**config.mk**
```make
export PLATFORM = sky130hd
export DESIGN_NAME = led_command_encoder_core
export DESIGN_NICKNAME = d
export VERILOG_FILES = /design/src/design/lce_pkg.sv /design/src/design/lce_ctrl.sv /design/src/design/lce_dpath.sv /design/src/design/led_command_encoder_core.sv
export SDC_FILE = /design/constraint.sdc
export NUM_CORES = 2
export LEC_CHECK = 0
export BUFFER_PORTS_ARGS = -buffer_cell sky130_fd_sc_hd__buf_4
export CAP_MARGIN = 0
export CORE_MARGIN = 2
export CORE_UTILIZATION = 45
export CTS_CLUSTER_DIAMETER = 150
export DETAILED_ROUTE_END_ITERATION = 12
export MAX_ROUTING_LAYER = met4
export SYNTH_ARGS = -nofsm -noshare
export SYNTH_HDL_FRONTEND = slang
export SYNTH_SLANG_ARGS = --single-unit
export TNS_END_PERCENT = 1
```
**constraint.sdc**
```tcl
create_clock -name clk -period 9.53 [get_ports clk]
set_clock_uncertainty 0.1 [all_clocks]
set_input_delay 0.953 -clock clk [delete_from_list [all_inputs] [get_ports clk]]
set_output_delay 0.953 -clock clk [all_outputs]
set_load 0.01 [all_outputs]
```
**src/design/lce_pkg.sv**
```systemverilog
`default_nettype none
// ----------------------------------------------------------------------------
// lce_pkg
// Shared types, codes and the gamma table generator for the LED command
// encoder.
// ----------------------------------------------------------------------------
package lce_pkg;

  localparam int GAMMA_TENTHS_DEFAULT = 22;

  // 255^50 < 2^400 covers the widest gamma exponent
  localparam int BIG_W = 400;

  localparam int S_DATA_W = 88;
  localparam int S_USER_W = 2;
  localparam int M_DATA_W = 56;
  localparam int M_USER_W = 2;
  localparam int CFG_IDX_W = 1;
  localparam int CFG_DATA_W = 9;

  localparam logic [CFG_IDX_W-1:0] CFG_GLOBAL_LUM = 1'b0;
  localparam logic [CFG_IDX_W-1:0] CFG_MIN_THR    = 1'b1;

  localparam logic [9:0] BLEND_MAX = 10'd768;
  localparam logic [8:0] ANGLE_MAX = 9'd360;
  localparam logic [8:0] LUM_FULL  = 9'd256;
  localparam logic [3:0] MODE_RING = 4'd1;

  typedef enum logic [1:0] {
    FUNC_UPDATE      = 2'd0,
    FUNC_CLEAR_COLOR = 2'd1,
    FUNC_CLEAR_ALL   = 2'd2,
    FUNC_RESERVED    = 2'd3
  } func_t;

  typedef enum logic [1:0] {
    CMD_MAIN = 2'd1,
    CMD_PWM  = 2'd2,
    CMD_RGB  = 2'd3
  } cmd_code_t;

  typedef logic [255:0][7:0] gamma_rom_t;

  typedef struct packed {
    logic capture;
    logic clear_color;
    logic clear_pwm;
    logic mul1;
    logic mul2;
    logic decide;
    logic load_out;
  } ctl_cmd_t;

  typedef struct packed {
    logic pend_any;
    logic pend_one;
    logic out_free;
  } ctl_sts_t;

  function automatic logic [BIG_W-1:0] big_pow(int a, int ea, int b, int eb);
    logic [BIG_W-1:0] n;
    n = BIG_W'(1);
    for (int k = 0; k < ea + eb; k++) begin
      n = n * BIG_W'((k < ea) ? a : b);
    end
    return n;
  endfunction

  // floor(255 * (i/255)^(10/tenths)), exact
  function automatic gamma_rom_t gamma_table(int tenths);
    gamma_rom_t t;
    logic [BIG_W-1:0] rhs;
    int v;
    t = '0;
    v = 0;
    for (int i = 1; i < 256; i++) begin
      rhs = big_pow(i, 10, 255, tenths);
      while (v < 255 && big_pow(v + 1, tenths, 255, 10) <= rhs) begin
        v++;
      end
      t[i] = 8'(v);
    end
    return t;
  endfunction

endpackage
`default_nettype wire

```
**src/design/lce_ctrl.sv**
```systemverilog
`default_nettype none
// ----------------------------------------------------------------------------
// lce_ctrl
// Sequencer: input handshake, scaling steps, compare step and command issue.
// ----------------------------------------------------------------------------
module lce_ctrl (
  input  wire                           clk,
  input  wire                           rst,
  input  wire                           s_tvalid,
  output logic                          s_tready,
  input  wire [lce_pkg::S_USER_W-1:0]   s_tuser,
  input  wire lce_pkg::ctl_sts_t        sts,
  output lce_pkg::ctl_cmd_t             cmd
);
  import lce_pkg::*;

  typedef enum logic [2:0] {
    IDLE,
    MUL1,
    MUL2,
    DECIDE,
    EMIT
  } state_t;

  state_t state;
  state_t state_next;
  logic   accept;
  func_t  func;

  assign func     = func_t'(s_tuser);
  assign s_tready = (state == IDLE);
  assign accept   = s_tvalid && s_tready;

  always_comb begin
    cmd        = '0;
    state_next = state;
    unique case (state)
      IDLE: begin
        cmd.capture     = accept && (func == FUNC_UPDATE);
        cmd.clear_color = accept && (func == FUNC_CLEAR_COLOR || func == FUNC_CLEAR_ALL);
        cmd.clear_pwm   = accept && (func == FUNC_CLEAR_ALL);
        if (accept && func == FUNC_UPDATE) begin
          state_next = MUL1;
        end
      end
      MUL1: begin
        cmd.mul1   = 1'b1;
        state_next = MUL2;
      end
      MUL2: begin
        cmd.mul2   = 1'b1;
        state_next = DECIDE;
      end
      DECIDE: begin
        cmd.decide = 1'b1;
        state_next = EMIT;
      end
      EMIT: begin
        cmd.load_out = sts.pend_any && sts.out_free;
        if (!sts.pend_any || (sts.out_free && sts.pend_one)) begin
          state_next = IDLE;
        end
      end
      default: state_next = IDLE;
    endcase
  end

  always_ff @(posedge clk) begin
    if (rst) begin
      state <= IDLE;
    end else begin
      state <= state_next;
    end
  end

endmodule
`default_nettype wire

```
**src/design/lce_dpath.sv**
```systemverilog
`default_nettype none
// ----------------------------------------------------------------------------
// lce_dpath
// Gamma, threshold and luminosity scaling lanes, clamps, sent marks and
// the output register.
// ----------------------------------------------------------------------------
module lce_dpath #(
  parameter int GAMMA_TENTHS = lce_pkg::GAMMA_TENTHS_DEFAULT
) (
  input  wire                             clk,
  input  wire                             rst,
  input  wire lce_pkg::ctl_cmd_t          cmd,
  output lce_pkg::ctl_sts_t               sts,
  input  wire [lce_pkg::S_DATA_W-1:0]     s_tdata,
  input  wire                             cfg_we,
  input  wire [lce_pkg::CFG_IDX_W-1:0]    cfg_index,
  input  wire [lce_pkg::CFG_DATA_W-1:0]   cfg_data,
  output logic                            m_tvalid,
  input  wire                             m_tready,
  output logic [lce_pkg::M_DATA_W-1:0]    m_tdata,
  output logic [lce_pkg::M_USER_W-1:0]    m_tuser,
  output logic                            m_tlast
);
  import lce_pkg::*;

  localparam gamma_rom_t GAMMA = gamma_table(GAMMA_TENTHS);

  logic [8:0]         global_lum;
  logic [7:0]         min_thr;
  logic [8:0]         g_eff;

  // lanes: red, green, blue, main
  logic [3:0][7:0]    lane_in;
  logic [3:0][7:0]    lane_lv;
  logic [3:0][16:0]   prod1;
  logic [3:0][32:0]   prod2;
  logic [3:0][7:0]    scaled;
  logic signed [10:0] blend_req;
  logic signed [9:0]  origin_req;
  logic signed [9:0]  arc_req;
  logic [7:0]         pwm_in;
  logic [15:0]        lum;

  logic [9:0]         blend_c;
  logic [8:0]         origin_c;
  logic [8:0]         arc_c;
  logic [23:0]        color;
  logic               need_rgb;
  logic               need_main;
  logic               need_pwm;

  logic               rgb_sent;
  logic               main_sent;
  logic               pwm_sent;
  logic [23:0]        last_color;
  logic [9:0]         last_blend;
  logic [8:0]         last_origin;
  logic [8:0]         last_arc;
  logic [7:0]         last_main;
  logic [7:0]         last_pwm;
  logic [2:0]         pend;

  logic [7:0]         out_first;
  logic [7:0]         out_second;
  logic [7:0]         out_third;
  logic [31:0]        out_word;
  cmd_code_t          out_cmd;
  logic               out_last;

  always_ff @(posedge clk) begin
    if (rst) begin
      global_lum <= LUM_FULL;
      min_thr    <= 8'd3;
    end else if (cfg_we) begin
      unique case (cfg_index)
        CFG_GLOBAL_LUM: global_lum <= cfg_data;
        CFG_MIN_THR:    min_thr    <= cfg_data[7:0];
        default:        ;
      endcase
    end
  end

  assign g_eff = global_lum[8] ? LUM_FULL : global_lum;

  always_ff @(posedge clk) begin
    if (cmd.capture) begin
      lane_in[0] <= s_tdata[7:0];
      lane_in[1] <= s_tdata[15:8];
      lane_in[2] <= s_tdata[23:16];
      blend_req  <= s_tdata[34:24];
      origin_req <= s_tdata[44:35];
      arc_req    <= s_tdata[54:45];
      lane_in[3] <= s_tdata[62:55];
      pwm_in     <= s_tdata[70:63];
      lum        <= s_tdata[86:71];
    end
  end

  always_comb begin
    for (int k = 0; k < 3; k++) begin
      lane_lv[k] = GAMMA[lane_in[k]];
      if (lane_lv[k] != 8'd0 && lane_lv[k] < min_thr) begin
        lane_lv[k] = min_thr;
      end
    end
    lane_lv[3] = lane_in[3];
    for (int k = 0; k < 4; k++) begin
      prod2[k] = 33'(prod1[k]) * 33'(lum);
    end
  end

  always_ff @(posedge clk) begin
    for (int k = 0; k < 4; k++) begin
      if (cmd.mul1) begin
        prod1[k] <= 17'(lane_lv[k]) * 17'(g_eff);
      end
      if (cmd.mul2) begin
        scaled[k] <= (|prod2[k][32:24]) ? 8'hFF : prod2[k][23:16];
      end
    end
  end

  always_comb begin
    if (blend_req[10]) begin
      blend_c = '0;
    end else if (blend_req[9:0] > BLEND_MAX) begin
      blend_c = BLEND_MAX;
    end else begin
      blend_c = blend_req[9:0];
    end
    if (origin_req[9]) begin
      origin_c = '0;
    end else if (origin_req[8:0] > ANGLE_MAX) begin
      origin_c = ANGLE_MAX;
    end else begin
      origin_c = origin_req[8:0];
    end
    if (arc_req[9]) begin
      arc_c = '0;
    end else if (arc_req[8:0] > ANGLE_MAX) begin
      arc_c = ANGLE_MAX;
    end else begin
      arc_c = arc_req[8:0];
    end
    color     = {scaled[0], scaled[1], scaled[2]};
    need_rgb  = !rgb_sent || color != last_color || blend_c != last_blend ||
                origin_c != last_origin || arc_c != last_arc;
    need_main = !main_sent || scaled[3] != last_main;
    need_pwm  = !pwm_sent || pwm_in != last_pwm;
  end

  // values that are not resent already equal the last ones sent
  always_ff @(posedge clk) begin
    if (rst) begin
      rgb_sent    <= 1'b0;
      main_sent   <= 1'b0;
      pwm_sent    <= 1'b0;
      last_color  <= '0;
      last_blend  <= '0;
      last_origin <= '0;
      last_arc    <= '0;
      last_main   <= '0;
      last_pwm    <= '0;
      pend        <= '0;
    end else begin
      if (cmd.clear_color) begin
        rgb_sent  <= 1'b0;
        main_sent <= 1'b0;
      end
      if (cmd.clear_pwm) begin
        pwm_sent <= 1'b0;
      end
      if (cmd.decide) begin
        rgb_sent    <= 1'b1;
        main_sent   <= 1'b1;
        pwm_sent    <= 1'b1;
        last_color  <= color;
        last_blend  <= blend_c;
        last_origin <= origin_c;
        last_arc    <= arc_c;
        last_main   <= scaled[3];
        last_pwm    <= pwm_in;
        pend        <= {need_pwm, need_main, need_rgb};
      end else if (cmd.load_out) begin
        pend <= pend & (pend - 3'd1);
      end
    end
  end

  assign sts.pend_any = |pend;
  assign sts.pend_one = (pend & (pend - 3'd1)) == 3'd0;
  assign sts.out_free = !m_tvalid || m_tready;

  always_ff @(posedge clk) begin
    if (rst) begin
      m_tvalid <= 1'b0;
    end else if (cmd.load_out) begin
      m_tvalid <= 1'b1;
    end else if (m_tready) begin
      m_tvalid <= 1'b0;
    end
  end

  always_ff @(posedge clk) begin
    if (cmd.load_out) begin
      out_last <= sts.pend_one;
      if (pend[0]) begin
        out_cmd    <= CMD_RGB;
        out_first  <= last_color[23:16];
        out_second <= last_color[15:8];
        out_third  <= last_color[7:0];
        out_word   <= {last_blend, last_origin, last_arc, MODE_RING};
      end else if (pend[1]) begin
        out_cmd    <= CMD_MAIN;
        out_first  <= last_main;
        out_second <= '0;
        out_third  <= '0;
        out_word   <= '0;
      end else begin
        out_cmd    <= CMD_PWM;
        out_first  <= last_pwm;
        out_second <= '0;
        out_third  <= '0;
        out_word   <= '0;
      end
    end
  end

  assign m_tdata = {out_word, out_third, out_second, out_first};
  assign m_tuser = out_cmd;
  assign m_tlast = out_last;

  a_load_slot_free: assert property (@(posedge clk) disable iff (rst)
    cmd.load_out |-> sts.out_free)
    else $error("command loaded into a busy output register");

  a_load_pending: assert property (@(posedge clk) disable iff (rst)
    cmd.load_out |-> sts.pend_any)
    else $error("command loaded with nothing pending");

  a_marks_after_decide: assert property (@(posedge clk) disable iff (rst)
    cmd.decide |=> (rgb_sent && main_sent && pwm_sent))
    else $error("sent marks not set after compare");

endmodule
`default_nettype wire

```
**src/design/led_command_encoder_core.sv**
```systemverilog
`default_nettype none
// ----------------------------------------------------------------------------
// led_command_encoder_core
// Turns LED parameter updates into RGB, main LED and PWM commands, sending
// each only when its values have changed.
// ----------------------------------------------------------------------------
// One item at a time. An update item runs through the gamma/global multiply,
// the item multiply and the compare step, then issues its commands from one
// output register; each command waits for the output register to drain. The
// next item is taken while the last command still waits to be read.
module led_command_encoder_core #(
  parameter int GAMMA_TENTHS = lce_pkg::GAMMA_TENTHS_DEFAULT
) (
  input  wire                             clk,
  input  wire                             rst,
  input  wire                             s_tvalid,
  output logic                            s_tready,
  // red, green, blue, blend_request, origin_request, arc_request,
  // main_level, pwm_level, luminosity_factor, one pad bit
  input  wire [lce_pkg::S_DATA_W-1:0]     s_tdata,
  // func
  input  wire [lce_pkg::S_USER_W-1:0]     s_tuser,
  output logic                            m_tvalid,
  input  wire                             m_tready,
  // first_byte, second_byte, third_byte, packed_word
  output logic [lce_pkg::M_DATA_W-1:0]    m_tdata,
  // command
  output logic [lce_pkg::M_USER_W-1:0]    m_tuser,
  output logic                            m_tlast,
  input  wire                             cfg_we,
  input  wire [lce_pkg::CFG_IDX_W-1:0]    cfg_index,
  input  wire [lce_pkg::CFG_DATA_W-1:0]   cfg_data
);
  import lce_pkg::*;

  ctl_cmd_t cmd;
  ctl_sts_t sts;

  lce_ctrl u_ctrl (
    .clk      (clk),
    .rst      (rst),
    .s_tvalid (s_tvalid),
    .s_tready (s_tready),
    .s_tuser  (s_tuser),
    .sts      (sts),
    .cmd      (cmd)
  );

  lce_dpath #(
    .GAMMA_TENTHS (GAMMA_TENTHS)
  ) u_dpath (
    .clk       (clk),
    .rst       (rst),
    .cmd       (cmd),
    .sts       (sts),
    .s_tdata   (s_tdata),
    .cfg_we    (cfg_we),
    .cfg_index (cfg_index),
    .cfg_data  (cfg_data),
    .m_tvalid  (m_tvalid),
    .m_tready  (m_tready),
    .m_tdata   (m_tdata),
    .m_tuser   (m_tuser),
    .m_tlast   (m_tlast)
  );

endmodule
`default_nettype wire
```
## After elaboration in Yosys (flattened, before gate mapping)

Memories as Yosys holds them, arrays and structs flattened. A register that Yosys moved wholly into a read port is not among the register bits.
Index checks and enable logic that the tools add are counted.

- Bits in registers: 340
- Bits in read-only memories: 6144
- Bits of input ports: 105
- Output and inout port bits: 61
- Word-level logic and storage cells: 150
- Memories kept: 3

Memory list:

| memory | words | bits a word | read ports | clocked after memory_dff | wr ports | line | text |
|---|---|---|---|---|---|---|---|
| (name not given) | 256 | 8 | 1 | 1 | 0 | lce_dpath.sv:101 | `lane_lv[k] = GAMMA[lane_in[k]];` |
| (name not given) | 256 | 8 | 1 | 1 | 0 | lce_dpath.sv:101 |  |
| (name not given) | 256 | 8 | 1 | 1 | 0 | lce_dpath.sv:101 |  |

- Add/sub/neg operators: 1
- Multipliers: 8
- $lt $le $gt $ge: 9
- Eq/ne operators: 14
- Muxes and demuxes: 36
- Bitwise operators: 2
- Reductions and logical operators: 40

Operators with widths:

| kind | number |
|---|---|
| 17-bit by 16-bit multiplier with 33-bit output | 4 |
| 8-bit two-way mux | 11 |
| 8-bit by 9-bit multiplier with 17-bit output | 4 |
| 9-bit two-way mux | 5 |
| 9-bit OR reduction | 4 |
| 8-bit by 9-bit less-than comparator with 1-bit output, second input constant | 3 |
| 8-bit less-than comparator | 3 |
| 24-bit inequality test | 1 |
| 8-bit nonzero test | 3 |
| 10-bit two-way mux | 2 |
| 9-bit greater-than comparator, second input constant | 2 |
| 9-bit inequality test | 2 |
| 8-bit inequality test | 2 |
| 3-bit two-way mux | 5 |
| 3-bit one-hot mux with 5 select lines | 1 |
| 1-bit two-way mux | 11 |
| 10-bit greater-than comparator, second input constant | 1 |
| 10-bit inequality test | 1 |
| 1-bit logical AND | 9 |
| 1-bit logical OR | 9 |
| 2-bit nonzero test | 4 |
| 3-bit by 2-bit == test with 1-bit output, second input constant | 2 |
| 3-bit zero test | 2 |
| 2-bit AND reduction | 3 |
| 13 further kinds | 16 |

## Longest topological paths before layout

- Word-level depth: 8
- Gate-level depth with buffers: 29
- Gate-level depth less buffers: 28

## By module

From an unflattened synthesis, not the netlist that was laid out.

- Cells, all modules: 6859
- Area, all modules: 62281.0 um^2

By module, submodules not included:

| module | times used | cells each | area each (um^2) | sequential area each (um^2) |
|---|---|---|---|---|
| lce_dpath | 1 | 6835 | 62067.0 | 9599.2 |
| lce_ctrl | 1 | 24 | 214.0 | 60.1 |

## Worst setup path after synthesis

Ideal clock, no wire load.

- Path kind: reg2reg
- Start point: reg u_dpath.lum[1]
- End point: reg u_dpath.scaled (netlist bit u_dpath.color[20]), data pin
- Setup time: 0.282 ns
- Data arrival time: 6.424 ns
- Required time: 9.148 ns
- Path slack: 2.724 ns
- Cell stages (with the launch flop): 23
- Buffers on the path: 2
- Period minus slack after synthesis: 6.806 ns
- Cell sequence: edfxtp_1 > clkbuf_1 > clkbuf_1 > nand2_1 > fa_1 > fa_1 > fa_1 > fa_1 > inv_1 > fa_1 > inv_1 > fa_1 > inv_1 > ha_1 > nand3_1 > or3_1 > o31ai_2 > a21oi_1 > o221ai_4 > a31oi_1 > or3_1 > a311oi_4 > o211ai_1

- Cells in the longest elaborated chain, start to end: 2

Ends and longest elaborated chain:

| item | line | text |
|---|---|---|
| start, declared | lce_dpath.sv:42 | `logic [15:0] lum;` |
| start signal, assigned | lce_dpath.sv:95 | `lum <= s_tdata[86:71];` |
| 17-bit by 16-bit multiplier with 33-bit output (*) | lce_dpath.sv:108 | `prod2[k] = 33'(prod1[k]) * 33'(lum);` |
| 9-bit OR reduction | lce_dpath.sv:118 | `scaled[k] <= (\|prod2[k][32:24]) ? 8'hFF : prod2[k][23:16];` |
| end signal, assigned by index | lce_dpath.sv:118 |  |
| end, declared | lce_dpath.sv:37 | `logic [3:0][7:0] scaled;` |

Mark *: on every way between the ends. The rest lies on a longest branch, timed or not.
A chain may end at the register's enable or synchronous reset.

## Worst setup path after layout

- Start point: reg u_dpath.lum[3]
- End point: reg u_dpath.scaled (netlist bit u_dpath.color[12]), data pin

The elaborated chain is that of the path after synthesis.

==> metrics.yaml <==
global_routing:
  gr-usage-met3: 0.03235
  top_usage_layer: "met2"
  grt_pass1_vias: 49815
  gr-total-overflow: 0
  grt_pass1_wl_mm: 269.9
  grt_max_degree: 95
  grtUsageMet2: 0.3835
  antenna_found_initial: 2
  globalRouteMet1Util: 0.3279
  track_usage: 0.2422
clock_tree:
  postCtsSetupRepairBufs: 0
  root_buffer: "clkbuf_16"
  cts_tree: "yes"
  clockBufferDepth: 3
  ctsHoldBuffers: 0
  numCtsBuffers: 47
  htree_levels: 2
  ctsResizeCount: 0
  cts.sinks: 361
  clkTransAtPathRegs_ns: 0.06
  clkLatencyLatePin_ns: 0.63
die:
  start_util: 0.4532
  core_area_um2: 139400
  rows: 137
  boundaryPins: 166
  dieWidth_um: 378.6
  fp.dieH_um: 378.6
  die-area_um2: 143400
timing:
  fin_setup_tns_ns: 0
  fin_crit_ns: 8.015
  setup_ws_ns: 1.515
  slew_violations: 0
  rsz0062_at_grt: "false"
  finalHoldViolCount: 0
  fmax_mhz: 124.8
  hold_slack_ns: 0.3751
  relSlewSlack: 0.1763
  worst_slew_pin_slew_ns: 1.225
  setup_viol: 0
  timing.final.crit_share: 0.8411
critical_path:
  r2r-end: "u_dpath.color[12]$_SDFFCE_PP1N_"
  arrival_ns: 8.20
  critPathLaunch: "u_dpath.lum[3]$_DFFE_PP_"
  cp_slowest_cell: "edfxtp_1"
  cp_max_fo: 17
  crit_path_start_kind: "flop"
  path_class: "reg -> reg"
  cp-end-kind: "flop"
  crit_path_end: "u_dpath.color[12]$_SDFFCE_PP1N_"
  r2r_slack_ns: 1.51
  crit_top_cell: "fa_1"
  required_ns: 9.72
  r2r-start: "u_dpath.lum[3]$_DFFE_PP_"
  ff2ff_path_depth: 21
  cp_slowest_stage_delay_ns: 0.96
  worstPathCellList: "buf_4, nand2_1, fa_1, fa_1, inv_1, fa_1, fa_1, inv_1, fa_1, fa_1, inv_1, ha_1, a21o_1, a21oi_1, o2111a_1, nand3_1, a211oi_1, o41ai_1, xor2_1, nor4_2, nand2_1"
final_layout:
  final_cell_mix: "inv_1 (1255), fa_1 (996), nand2_1 (933), and2_1 (727), ha_1 (609)"
  final_common_cell: "inv_1"
  area_delta_synth_final_pct: 6.914
  stdcell_count: 8916
  nFillCells: 13295
  drive_gt1_frac: 0.05584
  nets: 8712
pwr:
  swShare: 0.5055
  leakage_nw: 31.49
  vdd_drop_max_mv: 0.4264
  p_switching_w: 0.006735
  p_per_area_nw_per_um2: 197.3
  clockPowerShare: 0.135
  p_int_w: 0.006589
  combPwrFrac: 0.725
  seqPwrFrac: 0.140
  p_total_w: 0.01332
synth:
  yosysWarnings: 0
  synth_seq_cells: 361
  synth_flop_cell: "edfxtp_1"
  synth-seq-area-share: 0.1529
  netlist_instances: 7063
  yosysTopAreaCellShare: 0.3157
  syn-cell-area_um2: 63160
  synthArstFlopShare: 0
  synth_area_leaders: "fa_1 (32%), ha_1 (12%), edfxtp_1 (12%), inv_1 (7.5%), and2_1 (7.2%)"
  yosys.area.top_type: "fa_1"
  synth_area_per_cell_um2: 8.942
  yosysUniqueCellTypes: 100
  synth-edff-count: 243
drt:
  ant_nets: 0
  drc: 0
  drt_iter0_markers: 3204
  via_count: 47744
  vias_per_cell: 5.355
  wl_per_cell_um: 18.43
  first_pass_iters: 6
  drt-total-wl_mm: 164.3
flow_run:
  maxCapViolations: 0
place:
  dp_hpwl_mm: 123.1
  io_buffers: 161
  pre_cts_ws_ns: 1.462
  dp_cells: 8829
  gp_congestion: 0.8899
status:
  status: "finished clean"
hold_path:
  min_path_type: "reg -> reg"
[critical path: cells and delay by family, from the launching register on]
| kind | cells | cell delay [ns] |
|---|---|---|
| compound gates | 5 | 1.43 |
| simple gates | 4 | 1.23 |
| buf+inv | 4 | 0.57 |
| xor+xnor | 1 | 0.17 |
| flops | 1 | 0.96 |
| fa+ha+maj | 7 | 3.19 |
[stage by stage]
step | cell area [um^2] | util
after floorplan | 63160 | -
final | 67520 | 0.4845
after global routing | 67520 | 0.4845
after CTS | 67520 | 0.4845
after global placement | 65950 | 0.4733
after detailed placement | 65950 | 0.4733
[cells in the mapped netlist, types with 20 or more instances]
cell type,count
and2_1,727
mux2i_1,52
nand2b_1,57
o21ai_0,150
dfxtp_1,118
clkbuf_1,292
nor4_1,22
nor2b_1,35
edfxtp_1,243
xor2_1,56
o21ai_1,24
xnor2_1,110
a21o_1,84
nand3_1,83
fa_1,996
nand3b_1,20
o22ai_1,21
and3_1,22
nand4_1,38
nor3_1,51
buf_2,28
inv_1,1256
o211ai_1,42
a211oi_1,28
nor2_1,257
nand2_1,933
a31oi_1,61
a21oi_1,309
ha_1,609
[routing by layer]
metal  part of all wire  up-vias
met1               0.46    23998
li1                   -    22251
met5                  0        -
met4              0.026        0
met3              0.058      236
met2               0.46     1259
[power groups by stage]
stage | sequential, W | clock, W | combinational [W]
final | 0.00186 | 0.00180 | 0.00966
after floorplan | 0.00180 | 0 | 0.00711
after CTS | 0.00186 | 0.00186 | 0.00959
after global routing | 0.00187 | 0.00191 | 0.0110
after detailed placement | 0.00189 | 0 | 0.00951
after global placement | 0.00189 | 0 | 0.00945
[cell families after synthesis]
logic type               count (synthesis)  share of synthesized area
AND/OR/NAND/NOR                       2308                     0.1807
XOR/XNOR                               166                    0.02302
multiplexers                            79                    0.01353
adder cells (fa/ha/maj)               1606                     0.4365
buffers and inverters                 1611                    0.09820
flip-flops                             361                     0.1529
AO/OA/AOI/OAI                          931                    0.09501
other                                    1                 0.00005938
[layout make-up]
| type | count | area (um^2) | share of cell area |
|---|---|---|---|
| clock buffers | 63 | 1391 | 0.02061 |
| inverters | 1261 | 4740 | 0.07019 |
| flip-flops and latches | 361 | 9661 | 0.1431 |
| well taps | 1876 | 2347 | 0.03476 |
| clock inverters | 22 | 172.7 | 0.002557 |
| multi-input cells | 5093 | 47330 | 0.7010 |
| diodes | 2 | 5.005 | 0.00007412 |
| repair buffers | 238 | 1874 | 0.02776 |
[worst min-delay path by stage]
stage	startpoint	to	cells past startpoint
floorplan	u_dpath.pend[0]$_SDFFE_PP0P_	u_dpath.out_word[0]$_DFFE_PP_	0
global placement	u_dpath.global_lum[7]$_SDFFE_PP0P_	u_dpath.global_lum[7]$_SDFFE_PP0P_	2
detailed placement	u_dpath.global_lum[1]$_SDFFE_PP0P_	u_dpath.global_lum[1]$_SDFFE_PP0P_	2
CTS	s_tdata[72]	u_dpath.lum[1]$_DFFE_PP_	1
global route	s_tdata[44]	u_dpath.origin_req[9]$_DFFE_PP_	1
finish	u_dpath.global_lum[7]$_SDFFE_PP0P_	u_dpath.global_lum[7]$_SDFFE_PP0P_	2
[state kept, by name, summed over array words and instances (netlist names), 11 cells and up, named ones only]
signal / count
u_dpath.lane_in: 32
u_dpath.lum: 16
u_dpath.out_word: 29
u_dpath.prod1: 68
u_dpath.color: 24
u_dpath.last_color: 24
u_dpath.blend_req: 11
Power figures use the tool's default switching activity.
